## config.mk

```make
export PLATFORM = sky130hd
export DESIGN_NAME = ppp_queue
export DESIGN_NICKNAME = d
export VERILOG_FILES = /design/src/rtl/perspective_point_projection_core_defines.svh /design/src/rtl/ppp_pkg.sv /design/src/rtl/ppp_queue.sv
export SDC_FILE = /design/constraint.sdc
export NUM_CORES = 2
export LEC_CHECK = 0
export BUFFER_PORTS_ARGS = -buffer_cell sky130_fd_sc_hd__buf_2
export CELL_PAD_IN_SITES_DETAIL_PLACEMENT = 2
export CELL_PAD_IN_SITES_GLOBAL_PLACEMENT = 2
export CORE_MARGIN = 4
export CORE_UTILIZATION = 53
export CTS_CLUSTER_DIAMETER = 100
export DETAILED_ROUTE_END_ITERATION = 16
export GPL_TIMING_DRIVEN = 0
export PLACE_DENSITY_LB_ADDON = 0.1
export SLEW_MARGIN = 20
export SYNTH_ARGS = -nofsm -noshare
export SYNTH_HDL_FRONTEND = slang
export SYNTH_SLANG_ARGS = --single-unit
```

## constraint.sdc

```tcl
create_clock -name clk_i -period 32.4 [get_ports clk_i]
set_input_delay 6.48 -clock clk_i [delete_from_list [all_inputs] [get_ports clk_i]]
set_output_delay 6.48 -clock clk_i [all_outputs]
set_load 0.005 [all_outputs]
```

## src/rtl/perspective_point_projection_core_defines.svh

```systemverilog
`ifndef PERSPECTIVE_POINT_PROJECTION_CORE_DEFINES_SVH
`define PERSPECTIVE_POINT_PROJECTION_CORE_DEFINES_SVH

// same-cycle implication, sampled on clk_i, off during reset
`define PPP_ASSERT_SAME(label, ante, cons) \
  label: assert property (@(posedge clk_i) disable iff (!rst_ni) (ante) |-> (cons)) \
    else $error("ppp: check failed");

// next-cycle implication, sampled on clk_i, off during reset
`define PPP_ASSERT_NEXT(label, ante, cons) \
  label: assert property (@(posedge clk_i) disable iff (!rst_ni) (ante) |=> (cons)) \
    else $error("ppp: check failed");

`endif

```

## src/rtl/ppp_pkg.sv

```systemverilog
package ppp_pkg;

  // input item: world point, signed Q8.8
  typedef struct packed {
    logic signed [15:0] point_x;
    logic signed [15:0] point_y;
    logic signed [15:0] point_z;
  } in_item_t;

  // result item
  typedef struct packed {
    logic signed [15:0] screen_x;
    logic signed [15:0] screen_y;
    logic [15:0]        inv_distance;
    logic               out_of_range;
  } out_item_t;

  // camera registers
  typedef struct packed {
    logic signed [15:0] cam_pos_x;
    logic signed [15:0] cam_pos_y;
    logic signed [15:0] cam_pos_z;
    logic signed [15:0] sin_pitch;
    logic signed [15:0] cos_pitch;
    logic signed [15:0] sin_yaw;
    logic signed [15:0] cos_yaw;
    logic [15:0]        focal_length;
  } cfg_t;

  // register indexes
  localparam logic [2:0] CFG_CAM_POS_X    = 3'd0;
  localparam logic [2:0] CFG_CAM_POS_Y    = 3'd1;
  localparam logic [2:0] CFG_CAM_POS_Z    = 3'd2;
  localparam logic [2:0] CFG_SIN_PITCH    = 3'd3;
  localparam logic [2:0] CFG_COS_PITCH    = 3'd4;
  localparam logic [2:0] CFG_SIN_YAW      = 3'd5;
  localparam logic [2:0] CFG_COS_YAW      = 3'd6;
  localparam logic [2:0] CFG_FOCAL_LENGTH = 3'd7;

  localparam logic signed [15:0] TRIG_ONE     = 16'sh4000;
  localparam logic [15:0]        FOCAL_RESET  = 16'd618;

  // saturation values
  localparam logic [15:0] SAT_POS  = 16'h7FFF;
  localparam logic [15:0] SAT_NEG  = 16'h8000;
  localparam logic [15:0] INV_MAX  = 16'hFFFF;

  // squared distances at or below this give a reciprocal of 65536 or more
  localparam logic [34:0] DIST_SAT_MAX = 35'd65536;

  // front pipeline depth
  localparam int FRONT_STAGES = 6;
  localparam int FRONT_CNT_W  = $clog2(FRONT_STAGES + 1);

  // classified item handed from front to back
  typedef struct packed {
    logic [63:0] prod_x;    // |dx| * focal
    logic        neg_x;
    logic        sat_x;
    logic [15:0] spec_x;    // value used when saturated
    logic [63:0] prod_y;
    logic        neg_y;
    logic        sat_y;
    logic [15:0] spec_y;
    logic [47:0] den;       // positive depth
    logic [34:0] dist_sq;
    logic        dist_sat;
    logic        oor;
  } q_entry_t;

endpackage

```

## src/rtl/ppp_queue.sv

```systemverilog
module ppp_queue #(
  parameter int Depth = 8
) (
  input  logic                        clk_i,
  input  logic                        rst_ni,
  input  logic                        push_i,
  input  ppp_pkg::q_entry_t           entry_i,
  input  logic                        pop_i,
  output logic                        valid_o,
  output ppp_pkg::q_entry_t           entry_o,
  output logic [$clog2(Depth+1)-1:0]  cnt_o
);
  import ppp_pkg::*;

  localparam int PtrW = (Depth > 1) ? $clog2(Depth) : 1;
  localparam int CntW = $clog2(Depth + 1);

  q_entry_t        mem_q [Depth];
  logic [PtrW-1:0] wr_q, wr_d, rd_q, rd_d;
  logic [CntW-1:0] cnt_q, cnt_d;

  // pointer and fill count
  always_comb begin
    wr_d  = wr_q;
    rd_d  = rd_q;
    cnt_d = cnt_q;
    if (push_i) begin
      wr_d = (wr_q == PtrW'(Depth - 1)) ? '0 : wr_q + 1'b1;
    end
    if (pop_i) begin
      rd_d = (rd_q == PtrW'(Depth - 1)) ? '0 : rd_q + 1'b1;
    end
    if (push_i && !pop_i) begin
      cnt_d = cnt_q + 1'b1;
    end else if (!push_i && pop_i) begin
      cnt_d = cnt_q - 1'b1;
    end
  end

  always_ff @(posedge clk_i or negedge rst_ni) begin
    if (!rst_ni) begin
      wr_q  <= '0;
      rd_q  <= '0;
      cnt_q <= '0;
    end else begin
      wr_q  <= wr_d;
      rd_q  <= rd_d;
      cnt_q <= cnt_d;
    end
  end

  // entry storage
  always_ff @(posedge clk_i) begin
    if (push_i) begin
      mem_q[wr_q] <= entry_i;
    end
  end

  assign valid_o = cnt_q != '0;
  assign entry_o = mem_q[rd_q];
  assign cnt_o   = cnt_q;

endmodule

```

==> results of run 1 <==
==> per-stage QoR <==
stage | hold WS (ns) | instances | TNS [ns]
after floorplan | 0.513 | 2944 | 0
after global placement | 0.521 | 5353 | -6510.65
==> kinds of logic after synthesis <==
group | synth area share [%]
flops | 77.7
mux | 20.6
buf+inv | 1.32
simple gates | 0.168
compound gates | 0.0663
fa+ha+maj | 0.139
xor+xnor | 0.0227
==> out/qor.yml, run 1 <==
place.gp.congestion: 0.737
yosys-top-cells-area: "edfxtp_1, mux4_1, mux2_2"
fp.dieH_um: 390
synth-seq-area-share_pct: 77.7
syn_area_sq_mm: 0.0773
synth_top_cells_by_count: "edfxtp_1, mux4_1, mux2_2"
place.port_buffers: 506
width_of_the_die_um: 390
count_of_flip_flops_with_a_built_in_enable_after_synthesis: 1992
netlist_instances: 2944
outcome: "did not finish"
synthMostInstantiatedCell: "edfxtp_1"
syn_area_per_cell_sq_um: 26.3
io-pin-count: 507
asyncSetResetFlopFracSynth_pct: 0.500
synth-warning-count: 0
synth_top_area_cell: "edfxtp_1"
placementRows: 139
synth_nets: 3205
synthFlopType: "edfxtp_1"
post-dp-hpwl_mm: 175
haltStage: "detailed placement (3_5_place_dp)"
ff_latch_count_synth: 2002
initial_utilization_pct: 53.6
synth.distinct_cells: 27
yosysTopAreaCellShare_pct: 77.3
error: "[ERROR DPL-0033] detailed placement checks failed during check placement."
==> inputs of run 2 (changes only) <==
--- a/config.mk
+++ b/config.mk
@@ -6,14 +6,11 @@
 export NUM_CORES = 2
 export LEC_CHECK = 0
 export BUFFER_PORTS_ARGS = -buffer_cell sky130_fd_sc_hd__buf_2
-export CELL_PAD_IN_SITES_DETAIL_PLACEMENT = 2
-export CELL_PAD_IN_SITES_GLOBAL_PLACEMENT = 2
 export CORE_MARGIN = 4
-export CORE_UTILIZATION = 53
-export CTS_CLUSTER_DIAMETER = 100
+export CORE_UTILIZATION = 40
 export DETAILED_ROUTE_END_ITERATION = 16
 export GPL_TIMING_DRIVEN = 0
-export PLACE_DENSITY_LB_ADDON = 0.1
+export PLACE_DENSITY_LB_ADDON = 0.15
 export SLEW_MARGIN = 20
 export SYNTH_ARGS = -nofsm -noshare
 export SYNTH_HDL_FRONTEND = slang
==> out/qor.yml, run 2 <==
outcome: "completed"
rsz_0062_raised_after_global_routing: "no"
share_of_the_cycle_needed_by_the_critical_path_after_routing_pct: 31.6
finalCriticalPeriod_ns: 10.25
fp.dieH_um: 448
critical_path.endpoint_type: "output port"
clk_latency_ns: 0.85
ir_worst_vdd_mv: 0.0516
final-hold-violation-count: 0
post_route_cells_drive_above_1_share_pct: 33.2
synth-seq-area-share_pct: 77.7
track_usage_pct: 18.4
cts_tree: "yes"
cts_sink_cnt: 2002
fp.dieArea_sq_mm: 0.200
area_growth_syn_to_layout_pct: 20.4
detailed_router_iteration_count_before_antenna_repair: 5
clkSlewWorstSetupHoldPaths_ns: 0.06
critical_path.startpoint_type: "flip-flop"
detailed_place.area_sq_mm: 0.0862
vias_per_cell: 5.29
synth_top_cells_by_count: "edfxtp_1, mux4_1, mux2_2"
mostFrequentLayoutCells: "edfxtp_1, buf_2, mux4_1, mux2_2, clkbuf_16"
hold-worst-slack_ns: 0.564
worst-endpoint-arrival_ns: 3.77
totalNegativeSetupSlack_ns: 0
count_of_flip_flops_with_a_built_in_enable_after_synthesis: 1992
ff_latch_count_synth: 2002
synthFlopType: "edfxtp_1"
place.gp.congestion: 0.680
cts-htree-levels: 4
drt_first_iter_violations: 2223
grt_pass1_wl_mm: 263
finalPower_mw: 8.19
top_register: "mem_q"
grt_antenna_before_repair: 79
io-pin-count: 507
cts_buffer_depth: 3
final_common_cell: "edfxtp_1"
post-dp-hpwl_mm: 123
synth_nets: 3205
ctsRootBufferMaster: "clkbuf_16"
power.density_cell_area_mw_per_mm2: 88.0
asyncSetResetFlopFracSynth_pct: 0.500
timing.slew.headroom_pct: 38.8
netlist_instances: 2944
cts_hold_repair.buffers: 0
class_of_the_tightest_hold_or_removal_check: "flip-flop to flip-flop"
yosys-top-cells-area: "edfxtp_1, mux4_1, mux2_2"
synth_top_area_cell: "edfxtp_1"
max_cap_check_violation_count: 0
detail-route-antenna-nets: 0
largest_register_ff_count: 1992
place.port_buffers: 506
final-max-slew-violation-count: 0
yosysTopAreaCellShare_pct: 77.3
globalRouteOverflowTotal: 0
path_class: "flip-flop to output port"
syn_area_sq_mm: 0.0773
synth.distinct_cells: 27
route.detailed.drc: 0
number_of_placed_cells_counting_well_taps: 6165
highest_clock_frequency_the_design_can_meet_ghz: 0.0975
routed-via-count: 34784
fin_skew_ns: 0.0518
tightestPinTransition_ns: 0.918
initial_utilization_pct: 40.2
fin_area_sq_mm: 0.0931
area_inside_the_core_boundary_sq_mm: 0.192
cts-resized-gates: 0
final_std_cells_w_o_fill: 6576
syn_area_per_cell_sq_um: 26.3
cts-buffers-inserted: 212
avgRoutedWirePerCell_um: 28.2
placementRows: 161
via_count_of_the_first_global_routing_pass: 35724
totalWireLength_mm: 185
nets: 4114
grt_max_degree: 20
synthMostInstantiatedCell: "edfxtp_1"
synth-warning-count: 0
cts_setup_buffers: 0
final-setup-viol-count: 0
width_of_the_die_um: 448
critical_path_required_ns: 25.92
power.static_leakage_nw: 31.7
worst-path-max-fanout: 11
-- run 2: report_power, final --
part	switching, mW	total, mW	internal, mW	leakage [nW]
clock	1.00	2.36	1.36	3.30
combinational	1.33	2.54	1.21	10.2
sequential	0.0592	3.29	3.23	18.2
-- run 2: layout make-up --
| cell class | count | area, sq um |
|---|---|---|
| clock buffer | 266 | 5590 |
| timing repair buffer | 695 | 5640 |
| fill | 15557 | 99300 |
| inverter | 4 | 15.0 |
| buffer | 141 | 1010 |
| tap | 2526 | 3160 |
| clock inverter | 121 | 1240 |
| sequential | 2002 | 60100 |
| multi-input combinational | 797 | 16300 |
| antenna | 24 | 60.1 |
-- run 2: worst max-delay path, stage by stage (launching register included) --
cell      delay (ns)
dfrtp_1         0.35
clkbuf_1        0.24
buf_2           0.48
buf_2           0.58
buf_2           0.44
mux4_1          0.36
mux2_2          0.30
buf_2           0.14
-- run 2: worst paths after layout --
| check | start | to | slack [ns] | cells after the start |
|---|---|---|---|---|
| max | rd_q[1] | entry_o[173] | 22.15 | 7 |
| min | wr_q[2] | wr_q[2] | 0.56 | 1 |
| max reg2reg | wr_q[2] | mem_q[0][176] | 29.20 | 10 |
| min reg2reg | wr_q[2] | wr_q[2] | 0.56 | 1 |
| max in group asynchronous | rst_ni | cnt_o[0] | 26.66 | 1 |
| min in group asynchronous | rst_ni | cnt_o[3] | 5.49 | 1 |
-- run 2: routing by layer --
metal / vias up / GRT usage (%) / wire length, um
met4: 24 / 5.91 / 5430
li1: 15134 / - / -
met2: 816 / 30.2 / 91500
met3: 357 / 3.73 / 8670
met1: 18453 / 24.7 / 79600
met5: - / 0 / 164
-- run 2: cells by family after synthesis --
logic type               count (synthesis)  share of synthesized area (%)
multiplexers                           753                           20.6
XOR/XNOR                                 2                         0.0227
flip-flops                            2002                           77.7
AND/OR/NAND/NOR                         26                          0.168
adder cells (fa/ha/maj)                  8                          0.139
buffers and inverters                  145                           1.32
AO/OA/AOI/OAI                            8                         0.0663
-- run 2: metrics by stage --
step	setup slack (ns)	utilization, %
after floorplan	7.91	-
after global placement	-13.90	43.2
after detailed placement	22.83	44.8
after CTS	21.84	48.4
after global routing	21.81	48.4
final	22.15	48.4
Note: power is estimated with default switching activity, not from simulation.
